File: config.mk
export PLATFORM = sky130hd
export DESIGN_NAME = weighted_hit_balancer
export DESIGN_NICKNAME = d
export VERILOG_FILES = /design/src/sv/whb_pkg.sv /design/src/sv/whb_datapath.sv /design/src/sv/whb_ctrl.sv /design/src/sv/weighted_hit_balancer.sv
export SDC_FILE = /design/constraint.sdc
export NUM_CORES = 2
export LEC_CHECK = 0
export ABC_AREA = 1
export BUFFER_PORTS_ARGS = -buffer_cell sky130_fd_sc_hd__buf_2
export CAP_MARGIN = 40
export CORE_MARGIN = 8
export CORE_UTILIZATION = 25
export CTS_CLUSTER_SIZE = 14
export DETAILED_ROUTE_END_ITERATION = 16
export SLEW_MARGIN = 10
export SYNTH_ARGS = -nofsm -noshare
export SYNTH_HDL_FRONTEND = slang
export SYNTH_SLANG_ARGS = --single-unit
File: constraint.sdc
create_clock -name clk -period 7 [get_ports clk]
set_clock_uncertainty 0.2 [all_clocks]
set_input_delay 0.7 -clock clk [delete_from_list [all_inputs] [get_ports clk]]
set_output_delay 0.7 -clock clk [all_outputs]
set_load 0.05 [all_outputs]
File: src/sv/whb_pkg.sv
// Package for the weighted hit balancer: opcodes, status codes, FSM state and
// the controller/datapath command and status structs. No dependencies.
`default_nettype none
package whb_pkg;
	localparam int unsigned CntW = 32;
	localparam int unsigned PctW = 7;
	localparam int unsigned IdxW = 6;
	// Sum of up to 64 entries of 32 bits.
	localparam int unsigned SumW = 38;
	// Width of x*100 for a 38-bit x.
	localparam int unsigned ProdW = 45;

	typedef enum logic [1:0] {
		OP_PUSH   = 2'd0,
		OP_HIT    = 2'd1,
		OP_UPDATE = 2'd2,
		OP_NONE   = 2'd3
	} opcode_t;

	typedef enum logic [1:0] {
		ST_OK   = 2'd0,
		ST_FAIL = 2'd1,
		ST_DROP = 2'd2
	} status_t;

	typedef enum logic [3:0] {
		S_IDLE,
		S_HITRD,
		S_SUM,
		S_SUMCHK,
		S_DIVST,
		S_DIVRUN,
		S_REC,
		S_OUT
	} state_t;

	// Commands from the controller to the datapath.
	typedef struct packed {
		logic capture;     // latch the accepted input item
		logic push;        // write the pushed entry
		logic hit_rd;      // read the hit target
		logic hit_apply;   // apply the hit result
		logic sum_clr;     // clear the totals and walk index
		logic walk_clr;    // clear the walk index only
		logic sum_step;    // add one entry to the totals
		logic div_start;   // load both divisions for the current entry
		logic div_step;    // one quotient bit per division
		logic rec_write;   // store shares and load the record
		logic idx_next;    // advance the walk index
		logic load_single; // load a single-result record
		status_t st;       // status for the single-result record
	} cmd_t;

	// Status from the datapath to the controller.
	typedef struct packed {
		opcode_t op;
		logic    full;
		logic    idx_bad;
		logic    walk_done;  // walk index reached entry count
		logic    tw_zero;
		logic    div_done;
		logic    walk_last;  // current entry is the final one
		logic    hit_ow;     // hit target is marked overweight
	} stat_t;
endpackage
`default_nettype wire

File: src/sv/whb_datapath.sv
// Datapath of the weighted hit balancer: entry tables, counters, the two
// bit-serial dividers and the output record register. Uses whb_pkg.
`default_nettype none
module whb_datapath #(
	parameter int unsigned MAX_ENTRIES = 16
) (
	input  wire logic             clk,
	input  wire logic             arst_n,
	input  wire whb_pkg::cmd_t    cmd,
	output whb_pkg::stat_t        stat,
	input  wire logic [72:0]      in_data,
	output logic [94:0]           rec_data
);
	import whb_pkg::*;

	localparam int unsigned EW = (MAX_ENTRIES > 1) ? $clog2(MAX_ENTRIES) : 1;
	localparam int unsigned NW = $clog2(MAX_ENTRIES + 1);

	logic [CntW-1:0] weight_mem [MAX_ENTRIES];
	logic [CntW-1:0] hit_mem [MAX_ENTRIES];
	logic [MAX_ENTRIES-1:0] ow_q;
	logic [PctW-1:0] hshare_mem [MAX_ENTRIES];
	logic [PctW-1:0] gshare_mem [MAX_ENTRIES];

	logic [NW-1:0] count_q;
	logic [CntW-1:0] processed_q, dropped_q;
	logic [72:0] in_q;
	logic [NW-1:0] walk_q;
	logic [SumW-1:0] tw_q, th_q;
	logic [CntW-1:0] rw_q, rh_q;
	logic hit_ow_q;
	logic [ProdW-1:0] wrem_q, hrem_q;
	logic [PctW-1:0] wquo_q, hquo_q;
	logic [5:0] bit_q;
	logic [94:0] rec_q;

	opcode_t op;
	logic [IdxW-1:0] idx;
	logic [EW-1:0] widx, hidx, cidx;
	logic [PctW-1:0] gp, hp;

	assign op = opcode_t'(in_q[1:0]);
	assign idx = in_q[7:2];
	assign widx = walk_q[EW-1:0];
	assign hidx = idx[EW-1:0];
	assign cidx = count_q[EW-1:0];

	assign stat.op = op;
	assign stat.full = (count_q >= NW'(MAX_ENTRIES));
	assign stat.idx_bad = ({1'b0, idx} >= (IdxW+1)'(count_q));
	assign stat.walk_done = (walk_q >= count_q);
	assign stat.tw_zero = (tw_q == '0);
	assign stat.div_done = (bit_q == '0);
	assign stat.walk_last = (walk_q + NW'(1) == count_q);
	assign stat.hit_ow = hit_ow_q;

	// Shares of the current entry; a zero hit total gives a zero hit share.
	assign gp = wquo_q;
	assign hp = (th_q == '0) ? '0 : hquo_q;

	// One step of a long division: the partial remainder is kept in the high
	// bits of a combined remainder/dividend register. Since x*100 < total*128,
	// seven steps give the whole quotient.
	function automatic logic [ProdW+PctW-1:0] div_w(input logic [ProdW-1:0] r,
			input logic [PctW-1:0] q, input logic [SumW-1:0] d);
		logic [ProdW:0] a;
		logic [SumW:0] top;
		a = {r, 1'b0};
		top = a[ProdW:ProdW-SumW];
		if ({1'b0, top} >= {2'b0, d}) begin
			top = top - {1'b0, d};
			a[ProdW:ProdW-SumW] = top;
			div_w = {a[ProdW-1:0], {q[PctW-2:0], 1'b1}};
		end else begin
			div_w = {a[ProdW-1:0], {q[PctW-2:0], 1'b0}};
		end
	endfunction

	// Tables: one write port, reads at the walk index or hit index.
	always_ff @(posedge clk) begin
		if (cmd.push) begin
			weight_mem[cidx] <= in_q[39:8];
			hit_mem[cidx] <= in_q[71:40];
			hshare_mem[cidx] <= '0;
			gshare_mem[cidx] <= '0;
		end else if (cmd.hit_apply && !hit_ow_q && rh_q != '1) begin
			hit_mem[hidx] <= rh_q + CntW'(1);
		end
		if (cmd.rec_write) begin
			hshare_mem[widx] <= hp;
			gshare_mem[widx] <= gp;
		end
		rw_q <= weight_mem[widx];
		rh_q <= cmd.hit_rd ? hit_mem[hidx] : hit_mem[widx];
		if (cmd.hit_rd)
			hit_ow_q <= ow_q[hidx];
	end

	// Control state and counters.
	always_ff @(posedge clk or negedge arst_n) begin
		if (!arst_n) begin
			count_q <= '0;
			processed_q <= '0;
			dropped_q <= '0;
			ow_q <= '0;
		end else begin
			if (cmd.push) begin
				count_q <= count_q + NW'(1);
				ow_q[cidx] <= in_q[72];
			end
			if (cmd.hit_apply) begin
				if (hit_ow_q) begin
					if (dropped_q != '1)
						dropped_q <= dropped_q + CntW'(1);
				end else if (processed_q != '1) begin
					processed_q <= processed_q + CntW'(1);
				end
			end
			if (cmd.rec_write)
				ow_q[widx] <= (hp > gp);
		end
	end

	// Input capture, totals, dividers and the output record.
	always_ff @(posedge clk) begin
		if (cmd.capture)
			in_q <= in_data;
		if (cmd.sum_clr) begin
			tw_q <= '0;
			th_q <= '0;
		end
		if (cmd.sum_step) begin
			tw_q <= tw_q + SumW'(rw_q);
			th_q <= th_q + SumW'(rh_q);
		end
		if (cmd.sum_clr || cmd.walk_clr)
			walk_q <= '0;
		else if (cmd.idx_next)
			walk_q <= walk_q + NW'(1);
		if (cmd.div_start) begin
			wrem_q <= ProdW'(rw_q) * ProdW'(100);
			hrem_q <= ProdW'(rh_q) * ProdW'(100);
			wquo_q <= '0;
			hquo_q <= '0;
			bit_q <= 6'(PctW);
		end
		if (cmd.div_step) begin
			bit_q <= bit_q - 6'd1;
			{wrem_q, wquo_q, hrem_q, hquo_q} <= {div_w(wrem_q, wquo_q, tw_q),
				div_w(hrem_q, hquo_q, th_q)};
		end
		if (cmd.rec_write)
			rec_q <= {!stat.walk_last ? 1'b0 : 1'b1, dropped_q, processed_q,
				7'(count_q), (hp > gp), gp, hp,
				IdxW'(walk_q), ST_OK};
		if (cmd.load_single)
			rec_q <= {1'b1, dropped_q, processed_q, 7'(count_q), 1'b0,
				7'd0, 7'd0, 6'd0, cmd.st};
	end

	assign rec_data = rec_q;
	logic unused;
	assign unused = ^{gshare_mem[0], hshare_mem[0]};
endmodule
`default_nettype wire

File: src/sv/whb_ctrl.sv
// Controller state machine of the weighted hit balancer. It sequences the
// datapath and the stream handshakes. Uses whb_pkg.
`default_nettype none
module whb_ctrl (
	input  wire logic          clk,
	input  wire logic          arst_n,
	input  wire logic          in_valid,
	output logic               in_ready,
	output logic               out_valid,
	input  wire logic          out_ready,
	output whb_pkg::cmd_t      cmd,
	input  wire whb_pkg::stat_t stat
);
	import whb_pkg::*;

	state_t state_q, state_d;
	logic more_q, more_d;

	always_ff @(posedge clk or negedge arst_n) begin
		if (!arst_n) begin
			state_q <= S_IDLE;
			more_q <= 1'b0;
		end else begin
			state_q <= state_d;
			more_q <= more_d;
		end
	end

	// Next state and commands.
	always_comb begin
		state_d = state_q;
		more_d = more_q;
		cmd = '0;
		cmd.st = ST_OK;
		in_ready = 1'b0;
		out_valid = 1'b0;
		case (state_q)
			S_IDLE: begin
				in_ready = 1'b1;
				if (in_valid) begin
					cmd.capture = 1'b1;
					state_d = S_HITRD;
				end
			end
			S_HITRD: begin
				more_d = 1'b0;
				case (stat.op)
					OP_PUSH: begin
						if (stat.full) begin
							cmd.load_single = 1'b1;
							cmd.st = ST_FAIL;
						end else begin
							cmd.push = 1'b1;
							state_d = S_DIVST;
						end
						if (stat.full)
							state_d = S_OUT;
					end
					OP_HIT: begin
						if (stat.idx_bad) begin
							cmd.load_single = 1'b1;
							cmd.st = ST_FAIL;
							state_d = S_OUT;
						end else begin
							cmd.hit_rd = 1'b1;
							state_d = S_SUMCHK;
						end
					end
					OP_UPDATE: begin
						cmd.sum_clr = 1'b1;
						state_d = S_SUM;
					end
					default: begin
						cmd.load_single = 1'b1;
						cmd.st = ST_FAIL;
						state_d = S_OUT;
					end
				endcase
			end
			S_SUM: begin
				// Read of the walk entry lands in the next cycle.
				if (more_q)
					cmd.sum_step = 1'b1;
				if (stat.walk_done && more_q) begin
					more_d = 1'b0;
					cmd.walk_clr = 1'b1;
					state_d = S_REC;
				end else if (stat.walk_done && !more_q) begin
					cmd.walk_clr = 1'b1;
					state_d = S_REC;
				end else begin
					cmd.idx_next = 1'b1;
					more_d = 1'b1;
				end
			end
			S_SUMCHK: begin
				// Hit read data is valid now.
				cmd.hit_apply = 1'b1;
				state_d = S_DIVST;
			end
			S_DIVST: begin
				// Single result after push or hit; status follows the hit.
				cmd.load_single = 1'b1;
				cmd.st = (stat.op == OP_HIT && stat.hit_ow) ? ST_DROP : ST_OK;
				state_d = S_OUT;
			end
			S_REC: begin
				// Totals done; wait for the walk entry, then divide.
				if (stat.tw_zero) begin
					cmd.load_single = 1'b1;
					state_d = S_OUT;
				end else if (!more_q) begin
					more_d = 1'b1;
				end else begin
					cmd.div_start = 1'b1;
					state_d = S_DIVRUN;
				end
			end
			S_DIVRUN: begin
				if (stat.div_done) begin
					cmd.rec_write = 1'b1;
					state_d = S_OUT;
				end else begin
					cmd.div_step = 1'b1;
				end
			end
			S_OUT: begin
				out_valid = 1'b1;
				if (out_ready) begin
					if (stat.op == OP_UPDATE && more_q && !stat.walk_last &&
					    !stat.tw_zero) begin
						cmd.idx_next = 1'b1;
						more_d = 1'b0;
						state_d = S_REC;
					end else begin
						state_d = S_IDLE;
					end
				end
			end
			default: state_d = S_IDLE;
		endcase
	end
endmodule
`default_nettype wire

File: src/sv/weighted_hit_balancer.sv
// Weighted hit balancer: a table of up to MAX_ENTRIES targets with weights and
// hit counts. Push and hit each give one item. Update walks the table twice:
// a summing pass over the entries, then per entry two bit-serial dividers
// running seven steps side by side, one record per entry; a zero weight total
// gives a single item instead. One item is in work at a time.
// Depends on whb_pkg, whb_ctrl and whb_datapath.
`default_nettype none
module weighted_hit_balancer #(
	parameter int unsigned MAX_ENTRIES = 16
) (
	input  wire logic         clk,
	input  wire logic         arst_n,
	input  wire logic         s_tvalid,
	output logic              s_tready,
	// opcode[1:0], entry_index[7:2], new_weight[39:8], new_hits[71:40],
	// new_overweight[72], zero fill to 80 bits
	input  wire logic [79:0]  s_tdata,
	output logic              m_tvalid,
	input  wire logic         m_tready,
	// status[1:0], record_index[7:2], hit_percent[14:8], goal_percent[21:15],
	// is_overweight[22], entries_held[29:23], processed_total[61:30],
	// dropped_total[93:62], zero fill to 96 bits
	output logic [95:0]       m_tdata,
	output logic              m_tlast
);
	import whb_pkg::*;

	cmd_t cmd;
	stat_t stat;
	logic [94:0] rec;
	logic unused_in;

	whb_ctrl u_ctrl (
		.clk(clk), .arst_n(arst_n),
		.in_valid(s_tvalid), .in_ready(s_tready),
		.out_valid(m_tvalid), .out_ready(m_tready),
		.cmd(cmd), .stat(stat)
	);

	whb_datapath #(.MAX_ENTRIES(MAX_ENTRIES)) u_dp (
		.clk(clk), .arst_n(arst_n), .cmd(cmd), .stat(stat),
		.in_data(s_tdata[72:0]), .rec_data(rec)
	);

	assign m_tdata = {2'b0, rec[93:0]};
	assign m_tlast = rec[94];
	assign unused_in = ^s_tdata[79:73];
endmodule
`default_nettype wire

## Word level (Yosys, flattened, before mapping)

Memories as Yosys holds them, arrays and structs flattened. A register that Yosys moved wholly into a read port is not among the register bits.
Cells that the tools add are included.

- Bits in registers: 479
- Memory bits (writable): 1,024
- Input port bits: 84
- Output and inout bits: 99
- Word-level logic and storage cells: 186
- Memories: 2

- $add $sub $neg: 10
- $mul: 2
- Order comparisons: 11
- Equal/unequal tests: 21
- Multiplexer cells: 91
- Bitwise logic cells: 1
- Reduce and logical (&&, ||, !) cells: 29

Memory list:

| name | words | bits a word | read ports | clocked after Yosys merged registers in | write ports | line | RTL |
|---|---|---|---|---|---|---|---|
| u_dp.hit_mem | 16 | 32 | 2 | 2 | 1 | whb_datapath.sv:20 | `logic [CntW-1:0] hit_mem [MAX_ENTRIES];` |
| u_dp.weight_mem | 16 | 32 | 1 | 1 | 1 | whb_datapath.sv:19 | `logic [CntW-1:0] weight_mem [MAX_ENTRIES];` |

Operator list:

| cell | number |
|---|---|
| 94-bit two-way mux | 2 |
| 45-bit two-way mux | 4 |
| 38-bit two-way mux | 3 |
| 52-bit two-way mux | 2 |
| 32-bit by 1-bit adder with 32-bit output, second input constant | 3 |
| 32-bit inequality test, second input constant | 3 |
| 39-bit by 38-bit greater-or-equal comparator with 1-bit output | 2 |
| 38-bit by 32-bit adder with 38-bit output | 2 |
| 38-bit logical NOT | 2 |
| 38-bit subtractor | 2 |
| 32-bit by 5-bit multiplier with 37-bit output, second input constant | 2 |
| 32-bit two-way mux | 2 |
| 4-bit two-way mux | 11 |
| 1-bit two-way mux | 38 |
| 16-bit bitwise mux | 2 |
| 16-bit two-way mux | 2 |
| 4-bit one-hot mux with 8 select lines | 1 |
| 32-bit OR reduction | 1 |
| 7-bit two-way mux | 4 |
| 3-bit one-hot mux with 3 select lines | 2 |
| 4-bit by 3-bit equality test with 1-bit output, second input constant | 4 |
| 4-bit by 5-bit less-than comparator with 1-bit output, second input constant | 3 |
| 3-bit two-way mux | 4 |
| 6-bit two-way mux | 2 |
| 34 further kinds | 62 |

## Depth between registers and ports, before layout

- Word-level depth: 10
- Gate-level depth with buffers: 19
- Mapped depth without buffers: 19

## Hierarchy

Synthesis repeated with hierarchy kept, for this count alone.

- Cell total of the unflattened synthesis: 9,346
- Area, all modules: 84,443.5 um^2

By module, submodules not included:

| module | instances | cells an instance | area each (um^2) |
|---|---|---|---|
| whb_datapath | 1 | 9,230 | 83,740.3 |
| whb_ctrl | 1 | 113 | 684.4 |
| weighted_hit_balancer | 1 | 3 | 18.8 |

## Worst setup path before layout

No wires, ideal clock.

- Kind: register to register
- Start: register u_ctrl.state_q[2]
- End: register u_dp.th_q[0] (enable)
- Setup time: 615 ps
- Arrival time: 6,047 ps
- Required time: 6,185 ps
- Slack: 138 ps
- Stages on the path, launching flop included: 4
- Path buffers: 0
- Path through: dfrtp_1 > nor2_1 > nand2_1 > o21ai_0

- Longest elaborated chain between the ends: 3
- Elaborated cells between the ends (all ways): 5
- Classes of those cells: eq/ne (2); mux (2); reduce/logical (1)

RTL lines:

| what | line | RTL |
|---|---|---|
| start: declaration | whb_ctrl.sv:16 | `state_t state_q, state_d;` |
| start signal: assignment | whb_ctrl.sv:24 | `state_q <= state_d;` |
| 4-bit by 2-bit equality test with 1-bit output or 4-bit by 1-bit equality test with 1-bit output (tied branches) | whb_ctrl.sv:37 | `case (state_q)` |
| 2-bit two-way mux or 1-bit two-way mux (tied branches) | whb_ctrl.sv:37 |  |
| 2-bit nonzero test (no source line) * | - |  |
| end signal: assignment | whb_datapath.sv:134 | `th_q <= th_q + SumW'(rh_q);` |
| end: declaration | whb_datapath.sv:29 | `logic [SumW-1:0] tw_q, th_q;` |

Mark *: on every way between the ends. The rest lies on a longest branch, timed or not.
A chain may end at the register's enable or synchronous reset.

## Final worst setup path

- Start: register u_dp.th_q[1]
- End: register u_dp.rec_q[22], in the netlist u_dp.rec_data[22]

- Longest elaborated chain between the ends: 3

RTL lines:

| what | line | RTL |
|---|---|---|
| 38-bit logical NOT | whb_datapath.sv:59 | `assign hp = (th_q == '0) ? '0 : hquo_q;` |
| 7-bit two-way mux | whb_datapath.sv:59 |  |
| net u_dp.hp[2] | whb_datapath.sv:40 | `logic [PctW-1:0] gp, hp;` |
| 7-bit > comparator | whb_datapath.sv:154 | `7'(count_q), (hp > gp), gp, hp,` |
| end signal: assignment | whb_datapath.sv:153 | `rec_q <= {!stat.walk_last ? 1'b0 : 1'b1, dropped_q, processed_q,` |
| end signal: assignment | whb_datapath.sv:157 | `rec_q <= {1'b1, dropped_q, processed_q, 7'(count_q), 1'b0,` |
| end: declaration | whb_datapath.sv:35 | `logic [94:0] rec_q;` |

The timed path passes the listed nets, and every way through them passes these cells.

==> reports/results.txt <==
Run status - finished, final reports clean
Min-delay worst type - in2reg
WHS Path Cells - 3
Area of the multi-input gates - 34,600 sq um
CTS buffer count - 171
I/O Buffers - 170
Die Width - 597 um
Top_reg_cell synth - edfxtp_1
R2R Path Start - u_dp.th_q[1]
Max FO, Critical Path - 12
Routed wire length - 267 mm
Max Slew Vio Count - 0
Clock buffer depth - 4
Unique masters post-synth - 58
Place WS - 2640 ps
Required @ worst endpoint - 7560 ps
Routed Antenna Nets - 0
GR Overflow Total - 0
Most common cell in the netlist - nand2_1
Number of synthesized flops with an enable pin - 1,351
Synthesized cell area - 84,400 sq um
Vias/cell - 4.84
Clock sink total - 1,538
CTS tree - built
Cell taking the most area after synthesis - edfxtp_1
Int Pwr - 26.7 mW
Tmin final - 4480 ps
Highest clock rate - 223 MHz
Slew headroom - 37.5%
Flip-flop and latch area - 44,800 sq um
Die Span Y - 597 um
Yosys top cell area share - 48.1%
Instance count of the mapped netlist - 9,266
Post-synthesis sequential area ratio - 53.0%
Reg power frac - 24.6%
DRC Markers - 0
Final TNS setup - 0 ps
Pwr dens - 531 nW/um^2
Synth warn - 0
Avg Inst Size Synth - 9.11 sq um
Clock root buffer master - clkbuf_16
Vias - 68,200
CP Capture Point - u_dp.rec_data[22]
Die ar. - 356,000 sq um
CTS clock-pin slew for the worst setup and hold paths - 70 ps
Initial antenna violation count - 24
Worst skew pair latency - 880 ps
Worst-margin pin slew - 937 ps
Final Setup Violations - 0
First-pass GRT wire length - 398 mm
DRT iter0 DRCs - 7,022
Synth-to-layout area growth - 15.0%
Synth area leaders - edfxtp_1 48%, nand2_1 7.2%, nor2_1 6.4%, o21ai_0 6.0%, ha_1 5.5%
Pin count of the biggest net entering global routing - 175
Final RePlAce weighted congestion - 0.941
Post-DP HPWL - 175 mm
CP Launch Point - u_dp.th_q[1]
Tcrit/Tclk final - 64.0%
Yosys reg bits - 1,538
Final Hold Fails - 0
Commonest cells post-synth - 1,619 x nand2_1, 1,443 x nor2_1, 1,351 x edfxtp_1
Post-synth ARST share - 5.79%
Total core area - 336,000 sq um
Fill cells - 35,300
FF-to-FF End - u_dp.rec_data[22]
Leakage - 37.3 nW
Rows - 213
Worst endpoint data arrival time - 5030 ps
Final worst setup slack - 2520 ps
Mean routed wirelength per cell - 18.9 um
Max-cap viol count - 0
Reg2reg path depth - 15
Sw Pwr - 24.9 mW
RSZ-0062 raised after global routing - false
Vias in the first global route - 65,300
Flop-to-flop setup slack - 2520 ps
Clock power frac - 17.7%
Combinational fraction of design power - 57.6%
Peak VDD IR - 0.000587 V
H-tree Lvls - 4
Layout cells sized above 1 - 7.79%
CP Launch Type - flop
Sw Share - 48.3%
Initial Util - 25.1%
Critical Path End Type - flop
Drt pass-1 iters - 6
Total GRT Usage - 14.2%
Num ports - 183
Fin nets - 9,930
Crit Path Category - reg2reg
how the worst min path moves through the flow:
stage / to / slack, ps / startpoint
4_1_cts: u_ctrl.state_q[2] / 9 / s_tvalid
3_3_place_gp: u_dp.dropped_q[14] / 270 / u_dp.dropped_q[14]
5_1_grt: u_dp.in_q[1] / 30 / s_tdata[1]
6_report: u_ctrl.state_q[2] / 40 / s_tvalid
2_1_floorplan: u_ctrl.more_q / 200 / arst_n
3_5_place_dp: u_dp.rec_data[94] / 270 / u_dp.rec_data[94]
flip-flops by register name, indices dropped and copies added (netlist names), 3 cells and up, named ones only:
signal,flops
u_dp.rh_q,32
u_dp.dropped_q,32
u_dp.bit_q,6
u_dp.tw_q,38
u_dp.ow_q,16
u_dp.in_q,73
u_ctrl.state_q,3
u_dp.hrem_q,43
u_dp.th_q,38
u_dp.rec_data,92
u_dp.walk_q,5
u_dp.gp,7
u_dp.weight_mem,512
u_dp.rw_q,32
u_dp.count_q,5
u_dp.processed_q,32
u_dp.hquo_q,7
u_dp.wrem_q,43
u_dp.hit_mem,512
cells by family after synthesis:
logic type / count (synthesis) / synth area share (%)
adders and majority gates: 432 / 6.92
buffers and inverters: 1360 / 6.40
other: 1 / 0.00444
xor gates and xnor gates: 127 / 1.32
and+or+nand+nor: 3882 / 19.2
AOI/OAI and AO/OA: 1926 / 13.1
DFF: 1538 / 53.0
placed cells by master, fill, tap and decap left out, types with 26 or more instances in the layout:
cell and instances:
nor2_1 1409, xor2_1 96, a21oi_1 326, nor3_1 84
fa_1 58, buf_4 110, o211ai_1 41, o221ai_1 194
xnor2_1 31, nand3_2 31, dfrtp_1 89, inv_1 930
nand3_1 457, o21bai_1 26, dlygate4sd3_1 72, o21ai_1 38
dfxtp_1 88, nand3b_1 45, a31oi_1 47, o22ai_1 165
clkbuf_16 175, ha_1 374, nand4_1 110, buf_2 169
clkbuf_1 34, nor2_4 39, o21ai_0 1004, edfxtp_1 1351
nand2_1 1616
power groups by stage:
stage | sequential, mW | clock [mW] | combinational (mW)
floorplan | 12.8 | 0 | 20.8
global placement | 12.9 | 0 | 29.1
detailed placement | 12.9 | 0 | 29.4
CTS | 12.7 | 9.31 | 29.6
global route | 12.8 | 9.64 | 33.4
finish | 12.7 | 9.13 | 29.7
worst max-delay path: stages (launching register included):
cell	delay (ps)
edfxtp_1	470
nor2_1	130
nand3_1	90
nor4_1	730
nand3_1	540
nand2_1	210
inv_1	60
ha_1	300
nand2_1	60
o21ai_0	150
nand2_1	70
a32oi_1	560
inv_1	450
nand2_1	160
o21ai_0	90
nor2_1	110
final cells by class:
cell class	instances	area share, %
Antenna cell	23	0.0593
Clock buffer	234	5.00
Clock inverter	71	0.768
Inverter	964	3.76
Multi-Input combinational cell	6372	35.6
Sequential cell	1538	46.1
Tap cell	4515	5.82
Timing Repair Buffer	367	2.85
what timing repair did:
item,CTS,global route
resized for setup,0,0
hold endpoints to repair,121,0
hold buffers,72,0
setup endpoints to repair,0,0
setup buffers,0,0
metal layers:
| metal | share of wire, % | track usage, % | routed length [um] |
|---|---|---|---|
| met1 | 42 | 18.3 | 112000 |
| met3 | 6.3 | 1.71 | 16900 |
| met5 | 0.0060 | 0 | 16 |
| met2 | 46 | 23.3 | 123000 |
| met4 | 5.8 | 7.87 | 15500 |
per-stage QoR:
step / utilization [%] / hold slack (ps) / std cells / power, mW / instance area [sq um]
after floorplan: - / 204 / 9270 / 33.6 / 84400
after global placement: 26.9 / 268 / 13700 / 42.0 / 90300
after detailed placement: 27.0 / 272 / 13700 / 42.3 / 90700
after CTS: 28.8 / 9.39 / 14100 / 51.6 / 97000
after global routing: 28.9 / 33.7 / 14100 / 55.9 / 97100
final: 28.9 / 41.2 / 14100 / 51.6 / 97100
No activity file was read; power rests on OpenSTA's default activity.
